**src/sv/nvgs_div.sv**
```systemverilog
// Restoring divider, one quotient bit per cycle.
module nvgs_div (
  input  logic        clk,
  input  logic        rst,
  input  logic        start,
  input  logic [32:0] dividend,
  input  logic [31:0] divisor,
  output logic        done,
  output logic [32:0] quotient
);
  logic [32:0] rem;
  logic [5:0]  cnt;
  logic        busy;
  logic [33:0] trial;

  assign trial = {rem, quotient[32]} - {2'b0, divisor};

  // Shift in one dividend bit per cycle and subtract when it fits.
  always_ff @(posedge clk) begin
    if (rst) begin
      busy <= 1'b0;
      done <= 1'b0;
      cnt  <= '0;
    end else begin
      done <= 1'b0;
      if (start) begin
        busy     <= 1'b1;
        cnt      <= 6'd33;
        rem      <= '0;
        quotient <= dividend;
      end else if (busy) begin
        if (trial[33]) begin
          rem <= {rem[31:0], quotient[32]};
          quotient <= {quotient[31:0], 1'b0};
        end else begin
          rem <= trial[32:0];
          quotient <= {quotient[31:0], 1'b1};
        end
        cnt <= cnt - 6'd1;
        if (cnt == 6'd1) begin
          busy <= 1'b0;
          done <= 1'b1;
        end
      end
    end
  end
endmodule

```
**config.mk**
```make
export PLATFORM = sky130hd
export DESIGN_NAME = nvgs_div
export DESIGN_NICKNAME = d
export VERILOG_FILES = /design/src/sv/nvgs_div.sv
export SDC_FILE = /design/constraint.sdc
export NUM_CORES = 1
export LEC_CHECK = 0
export CORE_MARGIN = 3
export CORE_UTILIZATION = 64
export CTS_BUF_LIST = sky130_fd_sc_hd__clkbuf_8
export DETAILED_ROUTE_END_ITERATION = 7
export DONT_BUFFER_PORTS = 1
export GPL_TIMING_DRIVEN = 0
export HOLD_SLACK_MARGIN = 0.08
export PLACE_DENSITY = 0.82
export SETUP_SLACK_MARGIN = 0.05
export SLEW_MARGIN = 5
export SYNTH_ARGS = -nofsm -noshare
export SYNTH_HDL_FRONTEND = slang
export SYNTH_SLANG_ARGS = --single-unit
```
**constraint.sdc**
```tcl
create_clock -name clk -period 4.95 [get_ports clk]
set_input_delay 0.7425 -clock clk [delete_from_list [all_inputs] [get_ports clk]]
set_output_delay 0.7425 -clock clk [all_outputs]
set_load 0.02 [all_outputs]
```
Word-level counts from Yosys, hierarchy flattened
Index checks and enable logic that the tools add are counted.
- reductions and logical operators: 4
- add/sub/neg operators: 2
- bitwise logic cells: 2
- mux-type cells: 11
- equality and inequality tests: 1
- operator list (cell ; number):
    2-to-1 mux 33 bit ; 4
    subtractor 34 x 32 -> 34 bit ; 1
    2-to-1 mux 6 bit ; 2
    equality test 6 x 1 -> 1 bit, second input constant ; 1
    subtractor 6 x 1 -> 6 bit, second input constant ; 1
    2-to-1 mux 1 bit ; 5
    OR reduction 3 bit ; 1
    inverter 1 bit ; 2
    AND reduction 2 bit ; 1
    nonzero test 2 bit ; 1
    OR reduction 2 bit ; 1
- output and inout bits: 34
- word-level logic and storage cells: 26
- register bits after elaboration: 74
- bits of input ports: 68

Longest topological paths before layout
- depth after elaboration: 4
- mapped depth: 13
- mapped depth without buffers: 11

Worst setup path after synthesis
Ideal clock, no wire load.
- path type: input to register
- from: input start
- to: register quotient[0], enable pin
- data required time: 4.458 ns
- stages on the path: 4
- data arrival time: 4.038 ns
- path slack: 0.421 ns
- buffers on the path: 2
- setup time: 0.492 ns
- path through: clkbuf_1 -> clkbuf_1 -> nor2_1 -> nor2_1
- longest elaborated chain between the ends: 2
- ends and longest elaborated chain (what ; RTL line ; text):
    start: declaration ; 5 ; input logic start,
    nonzero test 2 bit (no source line) ; n/a ;
    AND reduction 2 bit (no source line) ; n/a ;
    end signal: assignment ; 30 ; quotient <= dividend;
    end signal: assignment ; 34 ; quotient <= {quotient[31:0], 1'b0};
    end signal: assignment ; 37 ; quotient <= {quotient[31:0], 1'b1};
    end: declaration ; 9 ; output logic [32:0] quotient
No other way between the ends.
A chain may end at the register's enable or synchronous reset.

Worst setup path after layout
- from: input divisor[4]
- to: register rem[28] (data pin)
- longest elaborated chain between the ends: 3
- ends and longest elaborated chain (what ; RTL line ; text):
    start: declaration ; 7 ; input logic [31:0] divisor,
    subtractor 34 x 32 -> 34 bit ; 16 ; assign trial = {rem, quotient[32]} - {2'b0, divisor};
    2-to-1 mux 33 bit ; 32 ; if (trial[33]) begin
    2-to-1 mux 33 bit ; 31 ; end else if (busy) begin
    end signal: assignment ; 33 ; rem <= {rem[31:0], quotient[32]};
    end signal: assignment ; 36 ; rem <= trial[32:0];
    end: declaration ; 11 ; logic [32:0] rem;
No other way between the ends. The select of a mux whose other input is x is not followed.

==> results.py <==
metrics = {
    "setup_path": {
        "crit_required_ns": 5.12,
        "worstSetupPathType": "input port to register",
        "cp-startpoint": "divisor[4]",
        "path_cells": "inv_1 -> ha_1 -> a21o_1 -> a31o_1 -> o21ai_4 -> nand4_2 -> a31o_2 -> a311oi_4 -> clkbuf_2 -> o21ai_0 -> a21oi_1",
        "cp.arrival_ns": 3.49,
        "end_kind": "register",
        "r2r_start": "rem[3]",
        "max_stage_delay_ns": 0.53,
        "start_kind": "input port",
        "critPathMaxFanout": 10,
        "slowest_stage": "a311oi_4",
    },
    "synthesis": {
        "synth_nets": 681,
        "synth_seq_area_share": 0.396,
        "syn_area_mm2": 0.00542,
        "synth_ff_type": "edfxtp_1",
        "syn_area_per_cell_um2": 9.37,
        "yosysWarningCount": 0,
        "yosys.area.top_type_share": 0.366,
        "async_flop_share": 0,
        "synth_edf_count": 66,
        "yosys.cell_types.count": 68,
        "synth_seq_cells": 74,
        "synthTopCellsByArea": "edfxtp_1, ha_1, mux2_2, a21oi_1, o21ai_0",
        "synth_top_cell_by_area": "edfxtp_1",
        "syn_inst": 578,
    },
    "global_routing": {
        "grt_antenna_before_repair": 0,
        "grt_max_degree": 36,
        "grt_pass1_vias": 4511,
        "grt_first_pass_wirelength_um": 21600,
        "grt_remaining_overflow": 0,
        "grt_usage": 0.272,
    },
    "clock_network": {
        "h-tree-depth": 3,
        "cts_tree": "yes",
        "cts.path.max_buffers": 2,
        "cts_resized": 0,
        "root_buffer": "clkbuf_8",
        "clkTransAtPathRegs_ns": 0.09,
        "clock_latency_ns": 0.35,
        "postCtsSetupRepairBufs": 0,
        "clock-sinks": 74,
        "cts_hold_buf": 0,
        "numCtsBuffers": 9,
    },
    "power": {
        "vdd_drop_max_mv": 0.245,
        "leakage_nw": 2.27,
        "p_per_area_mw_per_mm2": 334,
    },
    "min_path": {
        "min-delay-start": "cnt[1]",
        "hold_path.class": "register to register",
    },
    "layout": {
        "antenna_cells": 0,
        "nets": 693,
        "drive_gt1_frac": 0.121,
        "final.fill_count": 592,
        "syn_to_final_growth_pct": 6.75,
    },
    "timing": {
        "final-setup-viol-count": 0,
        "min_period_over_period": 0.671,
        "hold_ws_ns": 0.507,
        "hold_viol_final": 0,
        "fin_tns_setup_ns": 0,
        "finClkSkew_ns": 0.0141,
        "relSlewSlack": 0.381,
        "rsz0062_at_grt": "no",
        "slew_viol_final": 0,
        "clock.fmax_mhz": 301,
        "worst_pin_slew_ns": 0.926,
        "post-route-min-period_ns": 3.32,
    },
    "placed_design": {
        "gp_congestion": 0.901,
        "hpwl_um": 9610,
        "port_buffers": 0,
    },
    "floorplanning": {
        "initial_core_util": 0.680,
        "core_region_area_mm2": 0.00797,
        "dieArea_mm2": 0.00960,
        "die_x_um": 98.0,
        "ios": 102,
        "die_h_um": 98.0,
        "std_cell_rows": 32,
    },
    "drt": {
        "route.detailed.drc": 0,
        "initialDrtViolationCount": 269,
        "drt-total-wl_um": 13000,
        "post_drt_wl_per_cell_um": 18.6,
        "viasPerCell": 6.45,
        "ant_nets": 0,
        "firstDrtPassIters": 5,
        "num_vias": 4494,
    },
    "job": {
        "drv_cap": 0,
    },
    "run_status": {
        "outcome": "complete, no violations",
    },
}
==> sequential cells by signal, indices dropped and copies added, names as in the netlist <==
| signal | cells |
|---|---|
| quotient | 33 |
| done | 1 |
| rem | 33 |
| busy | 1 |
| cnt | 6 |
==> worst max-delay path, delay by kind of cell <==
| kind | cells | cell delay [ns] |
|---|---|---|
| AOI/OAI and AO/OA | 7 | 1.85 |
| buffers and inverters | 2 | 0.37 |
| adders and majority gates | 1 | 0.36 |
| and+or+nand+nor | 1 | 0.16 |
==> final timing paths <==
check / end / depth (start not counted) / slack (ns)
max reg2reg: rem[28] / 10 / 1.65
max: rem[28] / 11 / 1.63
min: cnt[1] / 2 / 0.51
min reg2reg: cnt[1] / 2 / 0.51
==> Yosys cell counts, drive strengths merged, types with 4 or more instances <==
cell type / number
o21bai: 4
a211oi: 10
o21a: 6
or4: 4
nor2: 40
nand4: 7
ha: 34
nand3: 34
o21ai: 45
dfxtp: 8
and3: 5
buf: 7
xnor2: 17
edfxtp: 66
xor2: 9
a21oi: 62
inv: 45
clkbuf: 23
nand2: 31
mux2: 32
nor2b: 5
nor3: 12
or2: 4
a21o: 9
==> power by group <==
part / switching (mW) / internal (mW) / total, mW
clock: 0.259 / 0.252 / 0.512
sequential: 0.0576 / 0.754 / 0.812
combinational: 0.363 / 0.246 / 0.609
total: 0.680 / 1.25 / 1.93
==> routing by layer <==
metal / routed length, um / global-route usage / up-vias
met2: 6270 / 0.451 / 189
met1: 5500 / 0.344 / 2112
met3: 1010 / 0.0736 / 20
met4: 197 / 0.0927 / 0
met5: 0 / 0 / -
li1: - / - / 2173
==> area by class of cell <==
class                   instances  area, um^2  area share
multi-input cells             429        2980       0.516
flip-flops and latches         74        2140       0.371
inverters                      45         169      0.0292
clock buffers                  10         138      0.0238
plain buffers                  30         128      0.0221
well taps                     102         128      0.0221
clock inverters                 6        72.6      0.0126
repair buffers                  1        20.0     0.00346
==> metrics by stage <==
stage                     std cells  power [mW]   util  worst slack, ns  instance area (um^2)
after global placement          680        1.40  0.696           -0.905                  5540
final                           697        1.93  0.726             1.63                  5780
after floorplan                 578        1.30      -            0.421                  5420
after detailed placement        681        1.42  0.699             1.39                  5570
after CTS                       697        1.93  0.726             1.64                  5780
after global routing            697        2.04  0.726             1.44                  5780
==> cells in the final DEF, fill, tap and decap left out, types with 5 or more instances in the layout <==
cell type / synthesis / final
xor2_1: 9 / 9
a21o_1: 9 / 9
o21ai_1: 5 / 5
mux2_2: 32 / 32
nor2_1: 40 / 39
xnor2_1: 17 / 17
clkbuf_8: 0 / 10
nand2_1: 31 / 31
and3_1: 5 / 5
edfxtp_1: 66 / 66
nand4_1: 6 / 6
nor3_1: 12 / 12
nor2b_1: 5 / 5
a21oi_1: 61 / 61
a211oi_1: 9 / 9
inv_1: 45 / 45
clkbuf_1: 20 / 20
o21ai_0: 39 / 39
ha_1: 34 / 34
o21a_1: 6 / 6
nand3_1: 34 / 34
dfxtp_1: 8 / 8
==> logic make-up (layout without fill, tap and decap cells) <==
family,Yosys count,in the layout,synth area share
flops,74,74,0.396
buf+inv,75,92,0.0548
mux,33,33,0.0684
xor+xnor,26,26,0.0421
compound gates,178,178,0.213
fa+ha+maj,35,35,0.0823
simple gates,157,157,0.143
No activity file was read; power rests on OpenSTA's default activity.
