`src/sv/nvgs_ram.sv`:
```
// Generic single-port write, single-port read RAM with registered read.
module nvgs_ram #(
  parameter int Width = 8,
  parameter int Depth = 16
) (
  input  logic                     clk,
  input  logic                     wr_en,
  input  logic [$clog2(Depth)-1:0] wr_addr,
  input  logic [Width-1:0]         wr_data,
  input  logic [$clog2(Depth)-1:0] rd_addr,
  output logic [Width-1:0]         rd_data
);
  logic [Width-1:0] mem [Depth];

  // Write port and registered read port.
  always_ff @(posedge clk) begin
    if (wr_en) begin
      mem[wr_addr] <= wr_data;
    end
    rd_data <= mem[rd_addr];
  end
endmodule

```
`config.mk`:
```
export PLATFORM = sky130hd
export DESIGN_NAME = nvgs_ram
export DESIGN_NICKNAME = d
export VERILOG_FILES = /design/src/sv/nvgs_ram.sv
export SDC_FILE = /design/constraint.sdc
export NUM_CORES = 1
export LEC_CHECK = 0
export BUFFER_PORTS_ARGS = -buffer_cell sky130_fd_sc_hd__buf_2
export CAP_MARGIN = 20
export CORE_AREA = 2 2 117 119
export DETAILED_ROUTE_END_ITERATION = 8
export DIE_AREA = 0 0 119 121
export GPL_ROUTABILITY_DRIVEN = 0
export PLACE_DENSITY = 0.66
export SLEW_MARGIN = 20
export SYNTH_ARGS = -nofsm -noshare
export SYNTH_HDL_FRONTEND = slang
export SYNTH_SLANG_ARGS = --single-unit
export TNS_END_PERCENT = 30
```
`constraint.sdc`:
```
create_clock -name clk -period 3.2 [get_ports clk]
set_input_delay 0.48 -clock clk [delete_from_list [all_inputs] [get_ports clk]]
set_output_delay 0.48 -clock clk [all_outputs]
set_load 0.02 [all_outputs]
```
Yosys cells after proc, flatten, opt, wreduce, memory -nomap -nowiden. Memory sizes are Yosys's and may differ from the RTL's. A register that Yosys moved wholly into a read port is not among the register bits. Index checks and enable logic that the tools add are counted.

Bits in writable memories: 128. Output and inout bits: 8. Input port bits: 18. Bits in latches: 0. Memories kept: 1. ROM bits: 0. Flip-flop bits (word level): 0. Word-level logic and storage cells: 3.

Shifts and indexed selects: 0. $add $sub $neg: 0. Eq/ne operators: 0. Bitwise gates (word level): 0. Divide/modulo/power cells: 0. $lt $le $gt $ge: 0. $mul: 0. Reductions and logical operators: 0. Mux-type cells: 2.

Memories: mem (depth 16, bits a word 8, read ports 1, clocked after Yosys merged registers in 1, wr ports 1, line 13) `logic [Width-1:0] mem [Depth];`.

Operators with widths (number): 2-to-1 mux 1 bit (2).

Depth between registers and ports, before layout. Gate-level depths: netlist (run 1).

Depth in word-level cells: 2. Gate-level depth with buffers: 5. Depth with buffers taken out: 3.

Worst setup path before layout (run 1). Ideal clock, no wire load.

Path kind: input-to-reg. Start: input wr_addr[2]. End: memory mem[0][0] (enable). Required time: 2.817 ns. Arrival time: 1.590 ns. Stages: 2. Slack: 1.227 ns. Buffers on the path: 0. Library setup time: 0.383 ns. Path through: or3b_2 > nor3_1.

RTL lines: from (decl) (line 8) `input logic [$clog2(Depth)-1:0] wr_addr,`; to (decl) (line 13).

No word-level cell before the write port.

==> flow_summary.toml, run 1 <==
[power_and_ir_drop]
p_leak_nw = 2.04
peakVddDrop_uv = 369
power.density_nw_per_um2 = 685

[floorplanning]
die-area_um2 = 14400
ios = 26
rows = 42
initial_utilization = 0.393
core_area_um2 = 13100
die_h_um = 121
die_w_um = 119

[critical_path]
critPathKind = "input pin to flop"
cp_cell_sequence = "buf_2 > buf_12 > mux4_1 > a22oi_1 > nand2_1"
start_kind = "input pin"
crit_fanout = 22
max_stage_delay_ns = 0.57
cp.arrival_ns = 2.03
r2r_end = "rd_data[4]$_DFF_P_"
end_kind = "flop"
crit_required_ns = 3.49
crit_path_start = "rd_addr[0]"
r2r_cells = 3
regToRegSetupSlack_ns = 1.82
reg2reg_from = "mem[8][4]$_DFFE_PP_"
crit_slowest_cell = "mux4_1"

[grt]
grt_max_degree = 23
antenna_found_initial = 0
grt_usage = 0.152
grt_pass1_vias = 2460
grt_pass1_wl_um = 15200
overflow = 0

[detailed_routing]
postRouteAntennaNets = 0
drc = 0
drt_iter0_markers = 221
drtPass1Iterations = 5
vias = 2413
viasPerCell = 5.23
wirelength_um = 10100
wl_per_cell_um = 21.9

[synthesis]
synth_edf_count = 128
synthSimpleGateAreaFrac = 0.0318
ys_types = 19
yosys_warnings = 0
synthCells = 229
yosys-top-cells-count = "128 x edfxtp_1, 18 x mux4_2, 16 x a22oi_1, 14 x mux4_1, 13 x nor2_1"
synth_top_family_by_area = "multiplexers"
synthFlopType = "edfxtp_1"
async_flop_share = 0
ys_seq_area_frac = 0.778
synth_area_per_cell_um2 = 22.5
synth_top_area_share = 0.747
yosys-top-cells-area = "edfxtp_1 75%, mux4_2 7.9%, mux4_1 7.1%"
synth_most_common_cell = "edfxtp_1"
yosys.area.top_type = "edfxtp_1"
syn_area_um2 = 5150
ys_seq_elements = 136
synth_fa_ha_area_frac = 0
synth-xor-area-share = 0
synth_nets = 247
muxShareOfSynthArea = 0.150
synth_compound_area_frac = 0.0233

[timing]
finalWorstSetupSlack_ns = 1.46
timing.slew.headroom = 0.289
max_freq_mhz = 574
finalMaxSlewViolations = 0
fin_crit_ns = 1.74
hold_viol_final = 0
worst_pin_slew_ns = 1.06
final.period_utilization = 0.545
rsz0062_at_grt = "no"
fin_hold_ws_ns = 0.456
setup-violations-final = 0
setup_tns_ns = 0
fin_skew_ns = 0.00485

[worst_hold_path]
whs_path_depth = 1
hold_path_end = "mem[5][5]$_DFFE_PP_"
hold_path_class = "input pin to flop"
hp-start = "wr_data[5]"

[clock_network]
cts_root_buffer = "clkbuf_16"
numCtsBuffers = 17
cts.sinks = 136
cts_max_path_buffers = 2
cts_resized = 0
h-tree-depth = 4
post-cts-setup-buffers = 0
path_clk_slew_ns = 0.05
cts_tree = "done"
cts_hold_buf = 0
clock_latency_ns = 0.40

[status]
outcome = "finished, final reports clean"

[placed_design]
portBuffers = 25
dp_hpwl_um = 6110
place_ws_ns = 0.993
dpl_cell_area_um2 = 5490

[layout]
nets = 290
drive_gt1_frac = 0.288
n_fill_cell = 1076
area_delta_synth_final_pct = 18.4
final_cell_area_um2 = 6100
postLayoutCoreUtil = 0.466
diodes = 0

[flow_run]
maxCapViolations = 0
## through the flow
stage,power (mW),std cells
2_1_floorplan,2.15,229
3_5_place_dp,2.23,429
4_1_cts,4.21,461
6_report,4.17,461
3_3_place_gp,2.23,429
5_1_grt,4.30,461
## power by group
group | internal [mW] | switching, mW
sequential | 1.99 | 0.0124
clock | 1.32 | 0.663
combinational | 0.0755 | 0.115
total | 3.38 | 0.791
## sequential cells by signal, indices dropped and copies added (netlist names)
signal,cells
mem,128
rd_data,8
## worst max-delay path by stage
stage / depth (start not counted) / end
2_1_floorplan: 2 / mem[0][0]$_DFFE_PP_
3_3_place_gp: 5 / rd_data[2]$_DFF_P_
3_5_place_dp: 5 / rd_data[2]$_DFF_P_
4_1_cts: 5 / rd_data[2]$_DFF_P_
5_1_grt: 5 / rd_data[2]$_DFF_P_
6_report: 5 / rd_data[2]$_DFF_P_
## layer usage
layer	vias to the layer above	GRT usage	share of wire
li1	1060	-	-
met1	1256	0.210	0.45
met2	87	0.234	0.49
met3	10	0.0385	0.050
met4	0	0.0580	0.011
met5	-	0	0
## cell families (layout without fill, tap and decap cells)
logic type | count (synthesis) | count (layout)
AOI/OAI and AO/OA | 16 | 16
buffers and inverters | 10 | 66
DFF | 136 | 136
muxes | 32 | 32
and+or+nand+nor | 35 | 35
## cell type report
type	instances	area (µm²)	area share
clock buffers	22	454	0.0745
flip-flops and latches	136	4000	0.657
multi-input cells	83	1060	0.174
repair buffers	34	205	0.0337
well taps	176	220	0.0361
clock inverters	10	151	0.0248
## layout by cell type, fill, tap and decap left out, drive strengths merged
cell / instances
a22oi: 16
and2: 1
and2b: 1
buf: 34
bufinv: 4
clkbuf: 22
clkinv: 5
clkinvlp: 1
dfxtp: 8
edfxtp: 128
mux4: 32
nand2: 9
nand2b: 2
nand3: 1
nand3b: 2
nor2: 13
nor2b: 1
nor3: 4
or3b: 1
## worst max-delay path: cells and delay by family
family | cells | cell delay (ns)
muxes | 1 | 0.57
buffers and inverters | 2 | 0.59
and+or+nand+nor | 1 | 0.09
AOI/OAI and AO/OA | 1 | 0.27
Note: power is estimated with default switching activity, not from simulation.
==> run 2, diff against run 1 <==
Clock period 3.2 ns to 1.81 ns, I/O delays scaled along.
==> run 2 against run 1 <==
Effect of this change:
- sequential power increased by 76%
- hold slack lost 0.22 ns
- die area unchanged
- setup slack got worse by 1.0 ns
- core utilization grew 1.0 points
- largest cell class unchanged
==> flow_summary.toml, run 2 (synthesis gave the netlist of run 1 again) <==
[floorplanning]
rows = 42
die_h_um = 121
die-area_um2 = 14400
initial_utilization = 0.393
ios = 26
die_w_um = 119
core_area_um2 = 13100

[timing]
fin_crit_ns = 1.36
timing.slew.headroom = 0.713
setup_tns_ns = 0
hold_viol_final = 0
rsz0062_at_grt = "no"
final.period_utilization = 0.752
worst_pin_slew_ns = 0.431
setup-violations-final = 0
max_freq_mhz = 735
finalMaxSlewViolations = 0
fin_skew_ns = 0.00803

[grt]
grt_usage = 0.155
grtUsageMet3 = 0.0465
grt_pass1_wl_um = 15600
antenna_found_initial = 0
overflow = 0
grtUsageMet2 = 0.220
grt_max_degree = 33
busiest_layer = "met1"
grt_pass1_vias = 2560
use_met1 = 0.224

[layout]
area_delta_synth_final_pct = 21.1
largest_reg_flops = 128
layout_commonest_cell = "edfxtp_1"
reg.largest.list = "mem (128), rd_data (8)"
top_register = "mem"
drive_gt1_frac = 0.328
postLayoutCoreUtil = 0.476
nets = 304
diodes = 0
final_cell_mix = "128 x edfxtp_1, 25 x buf_2, 20 x buf_4"
multiInputGateArea_um2 = 1060
final_cell_area_um2 = 6230
n_fill_cell = 1057
regArea_um2 = 4000

[clock_network]
clock_latency_ns = 0.41
cts_max_path_buffers = 2
cts_tree = "done"
numCtsBuffers = 17
cts_hold_buf = 0
cts.sinks = 136
post-cts-setup-buffers = 0
h-tree-depth = 4
cts_root_buffer = "clkbuf_16"
cts_resized = 0
path_clk_slew_ns = 0.06

[power_and_ir_drop]
p_leak_nw = 2.12
power.density_nw_per_um2 = 1190
peakVddDrop_uv = 829

[detailed_routing]
drt_iter0_markers = 248
wl_per_cell_um = 21.6
wirelength_um = 10300
viasPerCell = 5.21
drc = 0
vias = 2476
postRouteAntennaNets = 0
drtPass1Iterations = 5

[critical_path]
start_kind = "flop"
critPathKind = "flop to flop"
r2r_cells = 3
cp.arrival_ns = 1.65
crit_required_ns = 2.10
crit_fanout = 1
end_kind = "flop"

[flow_run]
maxCapViolations = 0

[worst_hold_path]
hold_path_class = "input pin to flop"
whs_path_depth = 1

[placed_design]
dp_hpwl_um = 6370
dpl_cell_area_um2 = 5620
portBuffers = 25

[status]
outcome = "finished, final reports clean"
-- run 2: area by class of cell --
| cell class | count | share of cell area |
|---|---|---|
| repair buffers | 48 | 0.0538 |
| well taps | 176 | 0.0353 |
| flip-flops and latches | 136 | 0.643 |
| multi-input cells | 83 | 0.170 |
| clock buffers | 17 | 0.0683 |
| clock inverters | 15 | 0.0303 |
-- run 2: final timing paths --
kind / from / to / slack [ns]
worst max register to register: mem[10][7]$_DFFE_PP_ / rd_data[7]$_DFF_P_ / 0.45
worst min-delay path: wr_data[1] / mem[15][1]$_DFFE_PP_ / 0.24
worst min register to register: mem[15][3]$_DFFE_PP_ / rd_data[3]$_DFF_P_ / 0.67
worst max-delay path: mem[10][7]$_DFFE_PP_ / rd_data[7]$_DFF_P_ / 0.45
-- run 2: layer usage --
layer / share of wire / vias to the layer above
met2: 0.45 / 110
li1: - / 1089
met4: 0.0095 / 0
met5: 0 / -
met3: 0.085 / 17
met1: 0.45 / 1260
-- run 2: report_power, final --
| group | total, mW | leakage [nW] | internal [mW] | switching [mW] |
|---|---|---|---|---|
| clock | 3.54 | 0.291 | 2.19 | 1.34 |
| sequential | 3.54 | 1.22 | 3.52 | 0.0227 |
| combinational | 0.353 | 0.606 | 0.149 | 0.205 |
-- run 2: through the flow --
step / total power, mW / worst slack [ns] / instances / hold slack [ns]
floorplan: 3.81 / 0.0456 / 229 / 0.370
global placement: 3.96 / 0.102 / 443 / 0.655
detailed placement: 3.97 / 0.138 / 443 / 0.668
CTS: 7.50 / 0.436 / 475 / 0.225
global route: 7.66 / 0.412 / 475 / 0.229
finish: 7.43 / 0.449 / 475 / 0.239
-- run 2: worst max-delay path: stages, from the launching register on --
cell      delay (ns)
edfxtp_1        0.37
mux4_2          0.47
a22oi_1         0.31
nand2_1         0.09
==> run 3, diff against run 2 <==
Settings changed: PLACE_DENSITY 0.66 to 0.68.
Clock period 1.81 ns to 1.2 ns, I/O delays scaled along.
==> run 3 against run 2 <==
Effect of this change:
- the flow now finishes with violations (negative setup slack)
- sequential share of layout area is 2.0 points lower
- setup slack worse by 0.54 ns
- highest routed layer unchanged
- sequential power increased by 51%
- first-iteration DRC count fell by 13%
- core utilization grew 1.5 points
- global-route usage shrank 0.17 points
==> flow_summary.toml, run 3 (synthesis gave the netlist of run 1 again) <==
[clock_network]
cts_tree = "done"
clock_latency_ns = 0.41
cts_root_buffer = "clkbuf_16"
cts.sinks = 136
post-cts-setup-buffers = 0
cts_max_path_buffers = 2
numCtsBuffers = 17
h-tree-depth = 4
path_clk_slew_ns = 0.06

[status]
violations = "negative setup slack"
outcome = "finished with violations"

[power_and_ir_drop]
power_mw = 11.0
power.density_nw_per_um2 = 1700
p_leak_nw = 2.17
peakVddDrop_uv = 1090

[layout]
area_delta_synth_final_pct = 25.0
nets = 319
final_cells = 490
drive_gt1_frac = 0.436
largest_reg_flops = 128
layout_commonest_cell = "edfxtp_1"
reg.largest.list = "mem (128), rd_data (8)"
top_register = "mem"
final_cell_mix = "128 x edfxtp_1, 29 x mux4_2, 29 x buf_4"
n_fill_cell = 1050
final_cell_area_um2 = 6430
diodes = 0

[floorplanning]
initial_utilization = 0.393
die_w_um = 119
die_h_um = 121
rows = 42
core_area_um2 = 13100
die-area_um2 = 14400
ios = 26

[critical_path]
cp-endpoint = "rd_data[5]$_DFF_P_"
crit_required_ns = 1.50
cp.arrival_ns = 1.59
regToRegSetupSlack_ns = -0.09
critPathKind = "flop to flop"
end_kind = "flop"
crit_path_start = "mem[7][5]$_DFFE_PP_"
r2r_end = "rd_data[5]$_DFF_P_"
r2r_cells = 3
start_kind = "flop"
crit_fanout = 1
reg2reg_from = "mem[7][5]$_DFFE_PP_"

[detailed_routing]
postRouteAntennaNets = 0
drc = 0
vias = 2540
wl_per_cell_um = 20.9
viasPerCell = 5.18
wirelength_um = 10300
drtPass1Iterations = 5
drt_iter0_markers = 216

[grt]
overflow = 0
grt_pass1_wl_um = 15400
grt_usage = 0.153
grt_max_degree = 26
antenna_found_initial = 0
grt_pass1_vias = 2575

[timing]
timing.slew.headroom = 0.383
final.period_utilization = 1.08
setup_tns_ns = -0.337
hold_viol_final = 0
fin_skew_ns = 0.00729
finalWorstSetupSlack_ns = -0.0942
setup-violations-final = 7
max_freq_mhz = 773
fin_crit_ns = 1.29
rsz0062_at_grt = "yes"
worst_pin_slew_ns = 0.924
finalMaxSlewViolations = 0

[worst_hold_path]
whs_path_depth = 1
hold_path_class = "input pin to flop"

[placed_design]
dp_cells = 459
portBuffers = 25
dp_hpwl_um = 6560
dpl_cell_area_um2 = 5850

[flow_run]
maxCapViolations = 0
[run 3: worst min-delay path by stage]
stage                     startpoint                    to  slack [ns]
after floorplan           wr_data[0]   mem[0][0]$_DFFE_PP_        0.28
after global placement    wr_data[2]   mem[9][2]$_DFFE_PP_        0.56
after detailed placement  wr_data[2]   mem[8][2]$_DFFE_PP_        0.57
after CTS                 wr_data[0]  mem[13][0]$_DFFE_PP_        0.14
after global routing      wr_data[0]   mem[8][0]$_DFFE_PP_        0.15
final                     wr_data[0]  mem[13][0]$_DFFE_PP_        0.15
[run 3: where the power goes]
part / switching, mW / total, mW / internal [mW] / leakage (nW)
sequential: 0.0292 / 5.34 / 5.31 / 1.22
combinational: 0.348 / 0.633 / 0.285 / 0.665
clock: 1.77 / 4.98 / 3.21 / 0.284
total: 2.15 / 11.0 / 8.81 / 2.17
[run 3: routing by layer]
metal	global-route usage	share of wire
met5	0	0
met4	0.0640	0.015
met3	0.0461	0.071
met2	0.241	0.49
met1	0.200	0.43
[run 3: stage by stage]
stage / util / hold WS (ns) / setup WS, ns
final: 0.492 / 0.151 / -0.0942
after global placement: 0.447 / 0.555 / -0.432
after global routing: 0.492 / 0.150 / -0.158
after floorplan: - / 0.279 / -0.172
after detailed placement: 0.447 / 0.575 / -0.425
after CTS: 0.490 / 0.141 / -0.0821
[run 3: critical path, stage by stage (launching register included)]
cell and delay, ns:
edfxtp_1 0.39, mux4_2 0.54, a22oi_2 0.19, nand2_1 0.07
[run 3: cell type report]
type | count | area (µm²) | share of cell area
clock buffers | 24 | 482 | 0.0749
clock inverters | 8 | 96.3 | 0.0150
multi-input cells | 83 | 1110 | 0.172
flip-flops and latches | 136 | 4000 | 0.622
well taps | 176 | 220 | 0.0342
repair buffers | 63 | 523 | 0.0813
[run 3: timing repair]
item / CTS / global route
setup endpoints to repair: 8 / 8
pin swaps: 9 / 4
hold buffers: 0 / 0
resized for setup: 19 / 3
